--- config.mk ---
export PLATFORM = sky130hd
export DESIGN_NAME = cmcg_queue
export DESIGN_NICKNAME = d
export VERILOG_FILES = /design/src/rtl/cmcg_pkg.sv /design/src/rtl/cmcg_queue.sv
export SDC_FILE = /design/constraint.sdc
export NUM_CORES = 1
export LEC_CHECK = 0
export BUFFER_PORTS_ARGS = -buffer_cell sky130_fd_sc_hd__buf_2
export CAP_MARGIN = 5
export CORE_ASPECT_RATIO = 0.75
export CORE_MARGIN = 8
export CORE_UTILIZATION = 35
export CTS_CLUSTER_SIZE = 28
export DETAILED_ROUTE_END_ITERATION = 8
export HOLD_SLACK_MARGIN = 0.05
export PLACE_DENSITY_LB_ADDON = 0.1
export SLEW_MARGIN = 20
export SYNTH_ARGS = -nofsm -noshare
export SYNTH_HDL_FRONTEND = slang
export SYNTH_SLANG_ARGS = --single-unit
--- constraint.sdc ---
create_clock -name clk -period 4 [get_ports clk]
set_clock_uncertainty 0.15 [all_clocks]
set_input_delay 0 -clock clk [delete_from_list [all_inputs] [get_ports clk]]
set_output_delay 0 -clock clk [all_outputs]
set_load 0.1 [all_outputs]
--- src/rtl/cmcg_pkg.sv ---
// ----------------------------------------------------------------------------
// cmcg_pkg
// Shared types, sizes and arithmetic helpers of the max-channel gradient block.
// ----------------------------------------------------------------------------
package cmcg_pkg;

	localparam int MAX_WIDTH          = 2048;
	localparam int HEIGHT_LIMIT       = 4096;
	localparam int COL_W              = $clog2(MAX_WIDTH);
	localparam int ROW_W              = $clog2(HEIGHT_LIMIT);
	localparam int FRAME_WIDTH_W      = 12;
	localparam int FRAME_HEIGHT_W     = 13;
	localparam int CFG_DATA_W         = 13;
	localparam int FRAME_WIDTH_RESET  = 640;
	localparam int FRAME_HEIGHT_RESET = 480;
	localparam int QUEUE_DEPTH        = 4;
	localparam int QPTR_W             = $clog2(QUEUE_DEPTH);
	localparam int QCNT_W             = $clog2(QUEUE_DEPTH + 1);
	localparam int MAG_MAX            = 255;

	// configuration register indexes
	localparam logic REG_FRAME_WIDTH  = 1'b0;
	localparam logic REG_FRAME_HEIGHT = 1'b1;

	typedef struct packed {
		logic [7:0] red;
		logic [7:0] green;
		logic [7:0] blue;
	} pix_t;

	// one line store entry: the pixel of the newest row and of the row before
	typedef struct packed {
		pix_t recent;
		pix_t older;
	} line_ent_t;

	localparam int ENT_W = $bits(line_ent_t);

	typedef struct packed {
		logic row_first;
		logic row_second;
		logic row_last;
		logic col_first;
		logic col_second;
		logic col_last;
	} pos_t;

	// column record handed from front to back
	typedef struct packed {
		pix_t cur;     // incoming pixel, row r
		pix_t above;   // row r-1, same column
		pix_t above2;  // row r-2, same column
		pix_t ahead;   // row r-1, next column
		pos_t pos;
	} rec_t;

	function automatic logic [7:0] abs_diff(input logic [7:0] a, input logic [7:0] b);
		return (a > b) ? (a - b) : (b - a);
	endfunction

	function automatic logic [7:0] max_dist(input pix_t a, input pix_t b);
		logic [7:0] db;
		logic [7:0] dg;
		logic [7:0] dr;
		logic [7:0] m;
		db = abs_diff(a.blue, b.blue);
		dg = abs_diff(a.green, b.green);
		dr = abs_diff(a.red, b.red);
		m = db;
		if (dg > m) m = dg;
		if (dr > m) m = dr;
		return m;
	endfunction

	// one-sided differences at the frame border count twice
	function automatic logic [8:0] scale_dist(input logic [7:0] d, input logic twice);
		return twice ? {d, 1'b0} : {1'b0, d};
	endfunction

	function automatic logic [7:0] sat_sum(input logic [8:0] gx, input logic [8:0] gy);
		logic [9:0] s;
		s = {1'b0, gx} + {1'b0, gy};
		return (s > 10'(MAG_MAX)) ? 8'(MAG_MAX) : s[7:0];
	endfunction

	function automatic logic [COL_W-1:0] width_last(input logic [FRAME_WIDTH_W-1:0] w);
		if (w < FRAME_WIDTH_W'(2)) return COL_W'(1);
		else if (int'(w) > MAX_WIDTH) return COL_W'(MAX_WIDTH - 1);
		else return COL_W'(w - 1'b1);
	endfunction

	function automatic logic [ROW_W-1:0] height_last(input logic [FRAME_HEIGHT_W-1:0] h);
		if (h < FRAME_HEIGHT_W'(2)) return ROW_W'(1);
		else if (int'(h) > HEIGHT_LIMIT) return ROW_W'(HEIGHT_LIMIT - 1);
		else return ROW_W'(h - 1'b1);
	endfunction

endpackage

--- src/rtl/cmcg_queue.sv ---
// ----------------------------------------------------------------------------
// cmcg_queue
// Short FIFO of column records between front and back.
// ----------------------------------------------------------------------------
module cmcg_queue import cmcg_pkg::*; (
	input  logic              clk,
	input  logic              arst_n,
	input  logic              push,
	input  rec_t              push_rec,
	input  logic              pop,
	output rec_t              head_rec,
	output logic              filled,
	output logic [QCNT_W-1:0] count
);

	rec_t              slot_q [QUEUE_DEPTH];
	logic [QPTR_W-1:0] wr_ptr_q;
	logic [QPTR_W-1:0] rd_ptr_q;
	logic [QCNT_W-1:0] count_q;

	function automatic logic [QPTR_W-1:0] ptr_next(input logic [QPTR_W-1:0] p);
		return (p == QPTR_W'(QUEUE_DEPTH - 1)) ? '0 : (p + QPTR_W'(1));
	endfunction

	assign head_rec = slot_q[rd_ptr_q];
	assign filled   = (count_q != '0);
	assign count    = count_q;

	always_ff @(posedge clk or negedge arst_n) begin
		if (!arst_n) begin
			wr_ptr_q <= '0;
			rd_ptr_q <= '0;
			count_q  <= '0;
		end else begin
			if (push) wr_ptr_q <= ptr_next(wr_ptr_q);
			if (pop)  rd_ptr_q <= ptr_next(rd_ptr_q);
			if (push && !pop)      count_q <= count_q + QCNT_W'(1);
			else if (pop && !push) count_q <= count_q - QCNT_W'(1);
		end
	end

	always_ff @(posedge clk) begin
		if (push) slot_q[wr_ptr_q] <= push_rec;
	end

endmodule

==> results.toml, run 1 <==
[floorplanning]
die_w_um = 256
start_util_pct = 35.2
ios = 212
die_area_mm2 = 0.0504
die_y_um = 196
num_rows = 66
core_mm2 = 0.0431

[sta]
tightest_slew_ns = 0.805
fmax_ghz = 0.346
finalMaxSlewViolations = 0
setup_viol = 0
hold_violations = 0
fin_tns_setup_ns = 0
worst_slack_ns = 1.11
timing.final.crit_share_pct = 72.3
holdWs_ns = 0.0769
rsz0062_at_grt = "false"
min_period_ns = 2.89
relSlewSlack_pct = 46.3

[global_routing]
antenna_found_initial = 2
track_usage_pct = 12.6
grt_pass1_wl_mm = 48.9
grt_pass1_vias = 8247
grt-ovfl-total = 0
grt_max_degree = 60

[critical_path]
arrival_ns = 2.74
start_kind = "flop"
worstPathMaxFanout = 37
critical_path_class = "reg -> out"
cp.required_ns = 3.85
slowest_stage = "dfrtp_4"
cp_cell_sequence = "buf_12, mux4_2, buf_2"
path_buf_inv = 2
cp-end-kind = "primary output"
cp_top_family = "flip-flops"
slowest_delay_ns = 0.93

[synth]
synth_area_mm2 = 0.0152
ys.flop_type = "edfxtp_1"
synth_top_cell_area_share_pct = 80.7
synthTopCellsByCount = "408 x edfxtp_1, 102 x mux4_2, 8 x buf_2"
yosysMostFrequentCell = "edfxtp_1"
yosysSeqAreaShare_pct = 81.9
syn_avg_cell_area_um2 = 26.7
yosysUniqueCellTypes = 20
synth_edf_count = 408
synth_top_area_cell = "edfxtp_1"
synth_nets = 682
synth-seq-cells = 415
yosysWarnings = 0
yosys-top-cells-area = "edfxtp_1 81%, mux4_2 15%, dfrtp_1 1.2%"
synthCells = 569
async_flop_share_pct = 1.69

[clocking]
postCtsHoldBufs = 125
cts_root_buffer = "clkbuf_16"
cts_tree = "yes"
path_clk_slew_ns = 0.06
postCtsSetupRepairBufs = 0
clkSinkCount = 415
clock_latency_ns = 0.52
h-tree-depth = 2
cts_buffers = 43
cts_resized = 0
clockBufferDepth = 3

[route]
firstDrtPassIters = 6
vias = 7268
routed_wl_mm = 32.2
wl_per_cell_um = 20.8
dr.first_iter.drc_count = 375
via_per_inst = 4.69
ant_nets = 0
drcViolationCount = 0

[final_layout]
drive_gt1_share_pct = 40.1
finalNetCount = 1051
final_cells = 1549
fillers = 3698
area_growth_pct = 28.6

[placement]
place_inst = 1346
hpwl_mm = 19.1
portBuffers = 211
pre_cts_ws_ns = 1.55
routabilityCongestion = 0.696

[run]
cap_violations = 0

[status]
status = "finished clean"

[hold_path]
min_path_type = "in -> reg"
[through the flow]
stage               utilization [%]  area, µm²
floorplan                         -      15200
global placement               39.2      16900
detailed placement             39.2      16900
CTS                            45.3      19500
global route                   45.3      19500
finish                         45.3      19500
[logic make-up after synthesis]
family | Yosys count | share of synthesized area, %
buffers and inverters | 27 | 1.60
adders and majority gates | 7 | 0.626
DFF | 415 | 81.9
xor gates and xnor gates | 3 | 0.173
and+or+nand+nor | 10 | 0.330
AOI/OAI and AO/OA | 2 | 0.0659
muxes | 105 | 15.4
[cell type report]
type | instances | area, µm² | share of cell area (%)
sequential | 415 | 12400 | 63.7
multi-input combinational | 127 | 2520 | 12.9
timing repair buffer | 347 | 2460 | 12.6
clock buffer | 54 | 1160 | 5.94
tap | 578 | 723 | 3.70
clock inverter | 22 | 199 | 1.02
inverter | 4 | 15.0 | 0.0769
antenna | 2 | 5.00 | 0.0256
[state kept, by name (all words and copies together), names as in the netlist]
name,flops
rd_ptr_q,2
wr_ptr_q,2
slot_q,408
count,3
[worst reg2reg max path: cells and delay by family, from the launching register on]
kind | cells | cell delay, ns
adders and majority gates | 1 | 0.15
buffers and inverters | 2 | 0.65
DFF | 1 | 0.41
and+or+nand+nor | 1 | 0.59
[per-layer routing]
metal	track usage, %	routed length [µm]	vias to the layer above
met5	0	0	-
met4	2.89	575	0
met3	3.36	1780	52
met2	21.3	15800	173
met1	16.2	14100	3833
li1	-	-	3210
[worst paths after layout]
kind                                      endpoint                    start  cells after the start  slack, ns
max in group asynchronous  rd_ptr_q[1]$_DFFE_PN0P_                   arst_n                      3       3.08
hold reg to reg               count[2]$_DFFE_PN0P_     count[2]$_DFFE_PN0P_                      1       0.42
setup reg to reg           slot_q[0][73]$_DFFE_PP_  wr_ptr_q[0]$_DFFE_PN0P_                      4       1.68
setup / recovery                      head_rec[69]  rd_ptr_q[0]$_DFFE_PN0P_                      3       1.11
min in group asynchronous     count[2]$_DFFE_PN0P_                   arst_n                      3       0.33
hold / removal             slot_q[0][25]$_DFFE_PP_             push_rec[25]                      2       0.08
[placed cells by master (no fill, tap or decap), types with 2 or more instances in the layout]
cell,instances
nand2_1,2
clkbuf_1,9
clkinv_1,11
dfrtp_4,2
buf_12,6
bufinv_16,4
buf_2,211
clkbuf_16,45
dfrtp_1,5
ha_1,6
xor2_1,2
buf_4,5
dlygate4sd3_1,125
diode_2,2
o21ai_0,2
mux2_2,3
inv_1,4
clkinv_2,6
mux4_2,102
and2_4,4
edfxtp_1,408
nor2_1,3
Power of run 1 is not shown: default switching activity piles up to over one toggle a cycle in this logic, so the estimate is an artifact.
==> run 2, diff against run 1 <==
==> constraint.sdc (replaced) <==
create_clock -name clk -period 2.69 [get_ports clk]
set_clock_uncertainty 0.15 [all_clocks]
set_input_delay 0 -clock clk [delete_from_list [all_inputs] [get_ports clk]]
set_output_delay 0 -clock clk [all_outputs]
set_load 0.1 [all_outputs]
==> run 2 against run 1 <==
Effect of this change:
- critical path depth unchanged
- register-to-register slack worse by 0.81 ns
- via count up 0.51%
- design area up 0.61%
- final cell count up 0.58%
- first-iteration DRC count down 0.27%
- utilization up 0.28 points
- non-clock buffer count up 10
- global-route usage up 0.44 points
- largest cell class unchanged
==> results.toml, run 2 (same netlist as run 1, synthesis figures left out) <==
[critical_path]
slowest_stage = "mux4_2"
cp_top_family = "buffers and inverters"
cp-end-kind = "primary output"
cp_cell_sequence = "buf_16, mux4_2, buf_2"
cp.required_ns = 2.54
arrival_ns = 2.40
slowest_delay_ns = 0.60
start_kind = "flop"
path_buf_inv = 2
critical_path_class = "reg -> out"
worstPathMaxFanout = 65

[placement]
place_inst = 1348
portBuffers = 211
routabilityCongestion = 0.685
hpwl_mm = 19.1

[final_layout]
final_core_util_pct = 45.6
fillers = 3663
layout_common_cells = "408 x edfxtp_1, 211 x buf_2, 133 x dlygate4sd3_1, 102 x mux4_2, 45 x clkbuf_16"
regMostFlops = "slot_q"
largest_register_ffs = 408
area_growth_pct = 29.4
final_cells = 1558
final_common_cell = "edfxtp_1"
finalNetCount = 1061
drive_gt1_share_pct = 40.0

[sta]
timing.final.crit_share_pct = 94.7
setup_viol = 0
tightest_slew_ns = 0.561
holdWs_ns = 0.0783
relSlewSlack_pct = 62.6
fmax_ghz = 0.393
min_period_ns = 2.55
rsz0062_at_grt = "false"
fin_tns_setup_ns = 0
finalMaxSlewViolations = 0
hold_violations = 0

[route]
vias = 7305
drcViolationCount = 0
firstDrtPassIters = 4
ant_nets = 0
via_per_inst = 4.69
wl_per_cell_um = 21.1
routed_wl_mm = 32.8
dr.first_iter.drc_count = 374

[global_routing]
grt_max_degree = 80
track_usage_pct = 13.0
grt_pass1_vias = 8399
grt-ovfl-total = 0
antenna_found_initial = 2
grt_pass1_wl_mm = 50.5

[hold_path]
min_path_type = "in -> reg"

[clocking]
clockBufferDepth = 3
cts_buffers = 43
clkSinkCount = 415
path_clk_slew_ns = 0.06
h-tree-depth = 2
cts_root_buffer = "clkbuf_16"
clock_latency_ns = 0.52
cts_tree = "yes"

[run]
cap_violations = 0

[floorplanning]
die_w_um = 256
start_util_pct = 35.2
die_y_um = 196
die_area_mm2 = 0.0504
num_rows = 66
core_mm2 = 0.0431
ios = 212

[status]
status = "finished clean"
-- run 2: final timing paths --
kind | startpoint | end | slack [ns] | cells after the start
worst max-delay path | rd_ptr_q[0]$_DFFE_PN0P_ | head_rec[58] | 0.14 | 3
worst min-delay path | push_rec[37] | slot_q[3][37]$_DFFE_PP_ | 0.08 | 2
worst max register to register | wr_ptr_q[1]$_DFFE_PN0P_ | slot_q[1][59]$_DFFE_PP_ | 0.87 | 4
worst min register to register | count[2]$_DFFE_PN0P_ | count[2]$_DFFE_PN0P_ | 0.37 | 1
max in group asynchronous | arst_n | rd_ptr_q[1]$_DFFE_PN0P_ | 1.74 | 3
min in group asynchronous | arst_n | count[1]$_DFFE_PN0P_ | 0.32 | 3
-- run 2: layer usage --
metal / GRT usage, % / share of wire (%) / up-vias
met2: 22.1 / 50 / 175
met5: 0 / 0.030 / -
met4: 3.18 / 2.1 / 2
li1: - / - / 3232
met3: 3.62 / 6.1 / 55
met1: 16.5 / 42 / 3841
-- run 2: final cells by class --
cell class / count / area (µm²) / share of cell area, %
flip-flops and latches: 415 / 12400 / 63.3
repair buffers: 357 / 2590 / 13.2
multi-input cells: 127 / 2520 / 12.8
clock buffers: 54 / 1180 / 6.01
well taps: 578 / 723 / 3.68
clock inverters: 22 / 173 / 0.879
inverters: 4 / 15.0 / 0.0764
diodes: 1 / 2.50 / 0.0127
-- run 2: per-stage QoR --
step	instance area, µm²	worst slack, ns
detailed placement	16900	0.629
floorplan	15200	0.217
CTS	19600	0.0516
global placement	16900	0.620
global route	19600	0.0112
finish	19600	0.143
-- run 2: repair_timing --
action                     CTS  global route
setup endpoints to repair    0            13
hold buffers               133             0
buffers inserted             0             0
resized for setup            0             1
hold endpoints to repair   422             0
Power of run 2 is left out for the same reason.
