`config.mk`:
```
export PLATFORM = sky130hd
export DESIGN_NAME = cmcg_back
export DESIGN_NICKNAME = d
export VERILOG_FILES = /design/src/rtl/cmcg_pkg.sv /design/src/rtl/cmcg_back.sv
export SDC_FILE = /design/constraint.sdc
export NUM_CORES = 1
export LEC_CHECK = 0
export BUFFER_PORTS_ARGS = -buffer_cell sky130_fd_sc_hd__buf_2
export CAP_MARGIN = 0
export CORE_ASPECT_RATIO = 1.5
export CORE_UTILIZATION = 63
export CTS_BUF_LIST = sky130_fd_sc_hd__clkbuf_8
export CTS_CLUSTER_DIAMETER = 40
export DETAILED_ROUTE_END_ITERATION = 8
export PLACE_DENSITY = 0.79
export SYNTH_ARGS = -nofsm -noshare
export SYNTH_HDL_FRONTEND = slang
export SYNTH_SLANG_ARGS = --single-unit
```
`constraint.sdc`:
```
create_clock -name clk -period 10.9 [get_ports clk]
set_clock_uncertainty 0.2 [all_clocks]
set_input_delay 0.545 -clock clk [delete_from_list [all_inputs] [get_ports clk]]
set_output_delay 0.545 -clock clk [all_outputs]
set_load 0.03 [all_outputs]
```
`src/rtl/cmcg_pkg.sv`:
```
// ----------------------------------------------------------------------------
// cmcg_pkg
// Shared types, sizes and arithmetic helpers of the max-channel gradient block.
// ----------------------------------------------------------------------------
package cmcg_pkg;

	localparam int MAX_WIDTH          = 2048;
	localparam int HEIGHT_LIMIT       = 4096;
	localparam int COL_W              = $clog2(MAX_WIDTH);
	localparam int ROW_W              = $clog2(HEIGHT_LIMIT);
	localparam int FRAME_WIDTH_W      = 12;
	localparam int FRAME_HEIGHT_W     = 13;
	localparam int CFG_DATA_W         = 13;
	localparam int FRAME_WIDTH_RESET  = 640;
	localparam int FRAME_HEIGHT_RESET = 480;
	localparam int QUEUE_DEPTH        = 4;
	localparam int QPTR_W             = $clog2(QUEUE_DEPTH);
	localparam int QCNT_W             = $clog2(QUEUE_DEPTH + 1);
	localparam int MAG_MAX            = 255;

	// configuration register indexes
	localparam logic REG_FRAME_WIDTH  = 1'b0;
	localparam logic REG_FRAME_HEIGHT = 1'b1;

	typedef struct packed {
		logic [7:0] red;
		logic [7:0] green;
		logic [7:0] blue;
	} pix_t;

	// one line store entry: the pixel of the newest row and of the row before
	typedef struct packed {
		pix_t recent;
		pix_t older;
	} line_ent_t;

	localparam int ENT_W = $bits(line_ent_t);

	typedef struct packed {
		logic row_first;
		logic row_second;
		logic row_last;
		logic col_first;
		logic col_second;
		logic col_last;
	} pos_t;

	// column record handed from front to back
	typedef struct packed {
		pix_t cur;     // incoming pixel, row r
		pix_t above;   // row r-1, same column
		pix_t above2;  // row r-2, same column
		pix_t ahead;   // row r-1, next column
		pos_t pos;
	} rec_t;

	function automatic logic [7:0] abs_diff(input logic [7:0] a, input logic [7:0] b);
		return (a > b) ? (a - b) : (b - a);
	endfunction

	function automatic logic [7:0] max_dist(input pix_t a, input pix_t b);
		logic [7:0] db;
		logic [7:0] dg;
		logic [7:0] dr;
		logic [7:0] m;
		db = abs_diff(a.blue, b.blue);
		dg = abs_diff(a.green, b.green);
		dr = abs_diff(a.red, b.red);
		m = db;
		if (dg > m) m = dg;
		if (dr > m) m = dr;
		return m;
	endfunction

	// one-sided differences at the frame border count twice
	function automatic logic [8:0] scale_dist(input logic [7:0] d, input logic twice);
		return twice ? {d, 1'b0} : {1'b0, d};
	endfunction

	function automatic logic [7:0] sat_sum(input logic [8:0] gx, input logic [8:0] gy);
		logic [9:0] s;
		s = {1'b0, gx} + {1'b0, gy};
		return (s > 10'(MAG_MAX)) ? 8'(MAG_MAX) : s[7:0];
	endfunction

	function automatic logic [COL_W-1:0] width_last(input logic [FRAME_WIDTH_W-1:0] w);
		if (w < FRAME_WIDTH_W'(2)) return COL_W'(1);
		else if (int'(w) > MAX_WIDTH) return COL_W'(MAX_WIDTH - 1);
		else return COL_W'(w - 1'b1);
	endfunction

	function automatic logic [ROW_W-1:0] height_last(input logic [FRAME_HEIGHT_W-1:0] h);
		if (h < FRAME_HEIGHT_W'(2)) return ROW_W'(1);
		else if (int'(h) > HEIGHT_LIMIT) return ROW_W'(HEIGHT_LIMIT - 1);
		else return ROW_W'(h - 1'b1);
	endfunction

endpackage

```
`src/rtl/cmcg_back.sv`:
```
// ----------------------------------------------------------------------------
// cmcg_back
// Turns column records into gradient magnitudes (up to three per record) and
// hands them out one per transfer from a result register.
// ----------------------------------------------------------------------------
module cmcg_back import cmcg_pkg::*; (
	input  logic       clk,
	input  logic       arst_n,
	input  rec_t       head_rec,
	input  logic       q_filled,
	output logic       pop,
	output logic       out_valid,
	input  logic       out_stall,
	output logic [7:0] magnitude,
	output logic       frame_end
);

	// result slots, emitted lowest first
	localparam int RES_UPPER = 0;  // row r-1, column c
	localparam int RES_LEFT  = 1;  // last row, column c-1
	localparam int RES_FINAL = 2;  // last row, last column

	logic [2:0] mask_q;
	logic [7:0] mag_q [3];
	pix_t       above_prev_q;  // row r-1, column c-1
	pix_t       cur_prev_q;    // row r, column c-1
	pix_t       cur_prev2_q;   // row r, column c-2

	logic [2:0] sel;
	logic       xfer;
	logic [2:0] new_mask;
	logic [7:0] new_mag [3];
	logic [7:0] dh_up;
	logic [7:0] dv_up;
	logic [7:0] dh_left;
	logic       edge_col;
	rec_t       r;

	assign r = head_rec;

	always_comb begin
		edge_col = r.pos.col_first | r.pos.col_last;
		if (r.pos.col_first)     dh_up = max_dist(r.ahead, r.above);
		else if (r.pos.col_last) dh_up = max_dist(r.above, above_prev_q);
		else                     dh_up = max_dist(above_prev_q, r.ahead);
		dv_up = r.pos.row_second ? max_dist(r.cur, r.above) : max_dist(r.above2, r.cur);
		new_mag[RES_UPPER] = sat_sum(scale_dist(dh_up, edge_col),
			scale_dist(dv_up, r.pos.row_second));

		dh_left = r.pos.col_second ? max_dist(r.cur, cur_prev_q)
			: max_dist(cur_prev2_q, r.cur);
		new_mag[RES_LEFT] = sat_sum(scale_dist(dh_left, r.pos.col_second),
			scale_dist(max_dist(cur_prev_q, above_prev_q), 1'b1));

		new_mag[RES_FINAL] = sat_sum(scale_dist(max_dist(r.cur, cur_prev_q), 1'b1),
			scale_dist(max_dist(r.cur, r.above), 1'b1));

		new_mask[RES_UPPER] = ~r.pos.row_first;
		new_mask[RES_LEFT]  = r.pos.row_last & ~r.pos.col_first;
		new_mask[RES_FINAL] = r.pos.row_last & r.pos.col_last;
	end

	assign sel       = mask_q & (~mask_q + 3'b001);
	assign out_valid = (mask_q != '0);
	assign xfer      = out_valid & ~out_stall;
	// next record comes in once the current set is drained or on its last transfer
	assign pop       = q_filled & ((mask_q == '0) | (xfer & (mask_q == sel)));

	always_comb begin
		if (sel[RES_UPPER])     magnitude = mag_q[RES_UPPER];
		else if (sel[RES_LEFT]) magnitude = mag_q[RES_LEFT];
		else                    magnitude = mag_q[RES_FINAL];
	end
	assign frame_end = sel[RES_FINAL];

	always_ff @(posedge clk or negedge arst_n) begin
		if (!arst_n) begin
			mask_q <= '0;
		end else if (pop) begin
			mask_q <= new_mask;
		end else if (xfer) begin
			mask_q <= mask_q & ~sel;
		end
	end

	always_ff @(posedge clk) begin
		if (pop) begin
			mag_q[RES_UPPER] <= new_mag[RES_UPPER];
			mag_q[RES_LEFT]  <= new_mag[RES_LEFT];
			mag_q[RES_FINAL] <= new_mag[RES_FINAL];
			above_prev_q     <= r.above;
			cur_prev_q       <= r.cur;
			cur_prev2_q      <= cur_prev_q;
		end
	end

endmodule

```
==> metrics, run 1 <==
Tightest Pin Transition=1.05 ns; Syn Nets=around 3500; WHS Path Cells=1; CTS tree=done; Pleak=roughly 12 nW; GRT met2 Usage=between 70% and 80%; prevailing post-synth register cell=edfxtp_1; first-pass detailed-route iteration total=5; pin count of the biggest net entering global routing=59; final-report setup violation count=0; met3 GRT Util=around 6.5%; synth unique cells=91; WHS Endpoint=above_prev_q[23]; Max Cap Violations=0; gpl congestion=~1.1; worst hold start=head_rec[77]; Tmin final=roughly 10 ns; RSZ-0062 raised after global routing=no; Detailed Route Iter0 Violations=~1600; dpl hpwl=68500 um; Internal Power=~0.0031 W; vias in the first global route=between 20000 and 25000; clk buf depth=2; die area=~0.039 mm^2; CP Capture Type=register; EDFF count, synth=96; postcts setup bufs=0; power density cells=approximately 280 mW/mm^2; Area growth syn-to-layout=5.23%; grt total ovfl=0; period utilisation layout=a little over nine tenths; Worst-Skew Late Latency=~0.45 ns; total wire length=just over 80000 um; YS warnings=0; Final Power=around 0.0070 W; outcome=completed; Seq pwr share=between 9 and 10%; final core occ=roughly 67%; Crit path largest cell delay=0.79 ns; Synth Instances=2856; Placed Instances=3416; Fmax=around 0.095 GHz; Sw Pwr=a little under 0.004 W; TNS Setup=0 ns; clock share of power=between 4 and 5%; total track usage=between 40% and 50%; R2R Path End=mag_q[0][8]; relative slew slack=a little under 30%; clock buffer count from CTS=9; reg2reg path depth=38; DIE HEIGHT=around 240 um; Hold Vio Cnt, Final=0; Root Driver=clkbuf_8; Finished Cell Area=0.0251 mm^2; Syn Std Cell Area=around 0.024 mm^2; first-pass GRT wire length=123000 um; Crit Path Class=in2reg; Clock Sinks=a little under 100; DRC Markers=0; Core ar.=~0.037 mm^2; global-route met1 utilization=~42%; number of H-tree levels=3; final count of pins violating max slew=0; peak fanout along the critical path=13; Async SR Flop Fraction=~3.0%; register area share after synthesis=between 10% and 20%; Critical-path top delay cell=nor3_1; CTS resizes=0; layout cells sized above 1=8.59%; #FFs+latches synth=99; nets=3605; R2R setup slack=roughly 0.91 ns; I/O Pins=117; gr busiest metal=met2; CP dominant cell by count=a21oi_1; IO buf count=about 120; Required @ worst endpoint=about 11 ns; CP Launch Type=input port; R2R Path Start=above_prev_q[1]; Sw Ratio=between 50% and 60%; die width=about 160 um; Comb power frac=~86%; via-per-instance ratio=roughly 6.6; placed instance area=around 0.025 mm^2; initial antenna violation count=1; routed vias=~23000; syn_area_per_cell=between 8 and 9 um^2; Arr. time, crit path=roughly 10 ns; worst vdd rail ir drop=around 0.00029 V; worst hold path class=in2reg; Initial Util=between 60% and 70%; Post-DRT Antenna Nets=0; fin cells=3434; WL/cell=~24 um; clk slew on worst S/H paths=0.14 ns; Placement Rows=slightly below 90
## flip-flops by register name, indices dropped and copies added (netlist names)
register / count
mask_q: 3
mag_q: 24
cur_prev_q: 24
above_prev_q: 24
cur_prev2_q: 24
## power by group through the flow
stage | sequential [W] | clock (W) | combinational, W
final | 0.000691 | 0.000287 | 0.00598
after floorplan | 0.000657 | 0 | 0.00423
after CTS | 0.000689 | 0.000282 | 0.00580
after global routing | 0.000695 | 0.000297 | 0.00653
after detailed placement | 0.000698 | 0 | 0.00577
after global placement | 0.000696 | 0 | 0.00558
## cells in the final DEF (no fill, tap or decap), types with 52 or more instances in the layout
| master | count |
|---|---|
| a21o_1 | 100 |
| a21oi_1 | 233 |
| buf_2 | 116 |
| edfxtp_1 | 96 |
| ha_1 | 509 |
| inv_1 | 379 |
| mux2_2 | 61 |
| mux2i_1 | 144 |
| nand2_1 | 134 |
| nand3_1 | 66 |
| nand4_1 | 61 |
| nor2_1 | 123 |
| o21a_1 | 52 |
| o21ai_0 | 156 |
| xnor2_1 | 108 |
## critical path, delay by kind of cell
kind,cells,cell delay [ns]
compound gates,19,4.60
xor+xnor,1,0.36
simple gates,10,2.34
fa+ha+maj,4,1.39
buf+inv,6,1.11
## cell families after synthesis
kind of cell | after synthesis | synth area share (%)
compound gates | 821 | 22.6
flops | 99 | 12.4
mux | 208 | 9.14
xor+xnor | 142 | 5.24
fa+ha+maj | 563 | 31.1
simple gates | 587 | 12.5
buf+inv | 436 | 7.01
## synthesized netlist by cell type (29+ instances only)
| master | number | area share (%) |
|---|---|---|
| mux2i_1 | 144 | 6.0 |
| fa_1 | 51 | 4.3 |
| a21o_1 | 100 | 3.1 |
| o21ai_0 | 156 | 3.3 |
| edfxtp_1 | 96 | 12 |
| a21oi_1 | 233 | 4.9 |
| nor2b_1 | 44 | 1.2 |
| xnor2_1 | 108 | 4.0 |
| nand4_1 | 61 | 1.6 |
| ha_1 | 509 | 27 |
| mux2_2 | 61 | 2.9 |
| o21a_1 | 53 | 1.7 |
| o21bai_1 | 34 | 1.1 |
| inv_1 | 379 | 6.0 |
| nor2_1 | 123 | 1.9 |
| clkbuf_1 | 38 | 0.60 |
| xor2_1 | 33 | 1.2 |
| o211ai_1 | 29 | 0.91 |
| nand2_1 | 134 | 2.1 |
| nand3_1 | 66 | 1.4 |
## timing repair
| item | CTS | global route |
|---|---|---|
| setup endpoints to repair | 0 | 0 |
| endpoints found under the hold margin | 3 | 0 |
| hold buffers | 1 | 0 |
## layer usage
metal,up-vias,wire (um)
met3,409,4800
li1,10457,-
met4,2,8510
met5,-,13
met1,10591,28500
met2,1041,39200
## per-stage QoR
step / setup slack, ns / hold WS [ns]
2_1_floorplan: 2.01 / 0.0494
5_1_grt: 0.0352 / 0.107
6_report: 0.424 / 0.0960
3_3_place_gp: 0.571 / 0.145
4_1_cts: 0.862 / 0.0902
3_5_place_dp: 0.388 / 0.146
## worst max-delay path by stage
stage	from	endpoint	slack (ns)	depth (start not counted)
6_report	head_rec[55]	mag_q[0][19]	0.42	40
5_1_grt	head_rec[78]	mag_q[0][22]	0.04	42
4_1_cts	head_rec[55]	mag_q[0][22]	0.86	40
3_5_place_dp	head_rec[55]	mag_q[0][19]	0.39	40
3_3_place_gp	head_rec[55]	mag_q[0][19]	0.57	40
2_1_floorplan	head_rec[78]	mag_q[0][14]	2.01	38
## area by class of cell
class                   count  area, um^2
multi-input cells        2321       19200
well taps                 489         612
inverters                 382        1430
flip-flops and latches     99        2960
clock buffers               9         124
repair buffers            126         658
diodes                      1        2.50
fillers                  3259       12300
clock inverters             7        83.8
Power figures use the tool's default switching activity.
==> run 2: changes to the inputs <==
--- a/config.mk
+++ b/config.mk
@@ -12,6 +12,7 @@
 export CTS_BUF_LIST = sky130_fd_sc_hd__clkbuf_8
 export CTS_CLUSTER_DIAMETER = 40
 export DETAILED_ROUTE_END_ITERATION = 8
+export HOLD_SLACK_MARGIN = 0.15
 export PLACE_DENSITY = 0.79
 export SYNTH_ARGS = -nofsm -noshare
 export SYNTH_HDL_FRONTEND = slang
==> run 2 against run 1 <==
  * Wire length hardly changed
  * First-iteration DRC count is 1.5% lower
  * Combinational power hardly changed
  * Design area is 0.20% higher
  * Largest power group unchanged
  * Sequential cell count stayed put
  * Critical path depth stayed put
  * Fmax is 0.47% higher
  * Utilization is 0.13 points higher
  * Hold slack better by 0.084 ns
  * Critical path type unchanged
  * Clock-buffer cell count stayed put
  * Non-clock buffer count is 5 higher
  * Clock power hardly changed
==> metrics, run 2 (same netlist as run 1, synthesis figures left out) <==
power density cells=276 mW/mm^2 (-0.35%); first-pass detailed-route iteration total=6 (+1); Detailed Route Iter0 Violations=1553 (-1.5%); Placement Rows=87 (unchanged); CTS resizes=0 (unchanged); Required @ worst endpoint=10.80 ns (about the same); Pleak=12.3 nW (+0.17%); RSZ-0062 raised after global routing=no; I/O Pins=117 (unchanged); first-pass GRT wire length=123000 um (about the same); Tmin final=10.43 ns (-0.0488 ns); grt total ovfl=0 (unchanged); Arr. time, crit path=10.33 ns (-0.06 ns); final count of pins violating max slew=0 (unchanged); IO buf count=116 (unchanged); Critical-path top delay cell=nor3_1; clk buf depth=2 (unchanged); gpl congestion=1.12 (unchanged); total track usage=41.5% (about the same); nets=3610 (+0.14%); DIE HEIGHT=240 um (unchanged); TNS Setup=0 ns (unchanged); CP Launch Type=input port; Tightest Pin Transition=1.04 ns (-0.00544 ns); Post-DRT Antenna Nets=0 (unchanged); commonest non-fill, non-tap cell in the layout=ha_1; pin count of the biggest net entering global routing=59 (unchanged); die width=161 um (unchanged); WP buf/inv=6 (unchanged); routed vias=22521 (+0.093%); Initial Util=63.7% (unchanged); cell count along the critical path=40 (unchanged); Crit Path Class=in2reg; outcome=completed; layout cells sized above 1=8.58% (-0.015 points); Crit path largest cell delay=0.77 ns (-0.02 ns); commonest non-fill, non-tap cells in the layout=509 x ha_1, 379 x inv_1, 233 x a21oi_1; period utilisation layout=95.7% (-0.45 points); crit-path leading delay family=compound AO/OA/AOI/OAI gates; Hold Vio Cnt, Final=0 (unchanged); worst hold path class=in2reg; clk slew on worst S/H paths=0.14 ns (about the same); Clock Sinks=99 (unchanged); WHS Path Cells=1 (unchanged); WL/cell=23.6 um (-0.10%); final core occ=67.2% (+0.13 points); Register Area=0.00296 mm^2 (unchanged); postcts setup bufs=0 (unchanged); vias in the first global route=22740 (+0.11%); Worst-Skew Late Latency=0.45 ns (about the same); die area=0.0387 mm^2 (unchanged); fillers=3249 (-0.31%); Area growth syn-to-layout=5.44%; area of the multi-input gates=0.0192 mm^2 (unchanged); Root Driver=clkbuf_8; CTS tree=done; via-per-instance ratio=6.55 (about the same); Core ar.=0.0374 mm^2 (unchanged); Max Cap Violations=0 (unchanged); CP dominant cell by count=a21oi_1; peak fanout along the critical path=13 (unchanged); initial antenna violation count=1 (unchanged); final-report setup violation count=0 (unchanged); relative slew slack=29.9% (+0.36 points); clock buffer count from CTS=9 (unchanged); number of H-tree levels=3 (unchanged); reg2reg path depth=38 (unchanged); total wire length=81100 um (about the same); Fmax=0.0959 GHz (+0.47%); DRC Markers=0 (unchanged); Post-CTS Hold Buffers=5 (+4); CP Capture Type=register; worst vdd rail ir drop=0.000287 V (-0.18%); dpl hpwl=68500 um (unchanged)
==> run 2: cell types whose count changed in the layout (fill, tap and decap cells not counted) <==
cell and change:
dlygate4sd3_1 +5
==> run 2: layer usage <==
metal / global-route usage, % / wire [um] / part of all wire (%) / up-vias
met5: 0 / 0 / 0 / -
met4: 38.3 / 8550 / 11 / 0
met3: 6.47 / 5160 / 6.4 / 408
met1: 42.1 / 28200 / 35 / 10616
li1: - / - / - / 10466
met2: 73.1 / 39200 / 48 / 1031
==> run 2: power by group <==
part | internal [W] | switching [W] | total (W)
combinational | 0.00238 | 0.00359 | 0.00597
sequential | 0.000612 | 0.0000789 | 0.000691
clock | 0.0000950 | 0.000190 | 0.000285
==> run 2: worst paths after layout <==
check / start / endpoint / slack [ns]
max: head_rec[55] / mag_q[0][22] / 0.47
min: head_rec[76] / above_prev_q[22] / 0.18
max reg2reg: above_prev_q[1] / mag_q[0][8] / 0.97
min reg2reg: mask_q[2] / mask_q[2] / 0.38
max in group asynchronous: arst_n / mask_q[1] / 10.15
min in group asynchronous: arst_n / mask_q[0] / 0.24
==> run 2: cell type report <==
| type | instances | share of cell area [%] |
|---|---|---|
| Multi-Input combinational cell | 2321 | 76.5 |
| Sequential cell | 99 | 11.8 |
| Inverter | 382 | 5.70 |
| Timing Repair Buffer | 131 | 2.81 |
| Tap cell | 489 | 2.43 |
| Clock buffer | 9 | 0.492 |
| Clock inverter | 7 | 0.333 |
| Antenna cell | 1 | 0.00994 |
==> run 2: metrics by stage <==
step	cells	hold slack (ns)	setup WS (ns)	cell area, um^2	total power (W)
finish	3439	0.180	0.473	25200	0.00695
global route	3438	0.185	0.0352	25200	0.00752
CTS	3437	0.153	0.862	25200	0.00678
detailed placement	3416	0.146	0.388	24900	0.00647
global placement	3416	0.145	0.571	24900	0.00628
floorplan	2856	0.0494	2.01	23900	0.00489
==> run 2: worst register-to-register path: cells and delay by family, from the launching register on <==
kind,cells,cell delay [ns]
AO/OA/AOI/OAI,23,4.21
adder cells (fa/ha/maj),4,1.52
flip-flops,1,0.60
multiplexers,2,0.94
AND/OR/NAND/NOR,5,0.91
buffers and inverters,3,0.77
XOR/XNOR,1,0.47
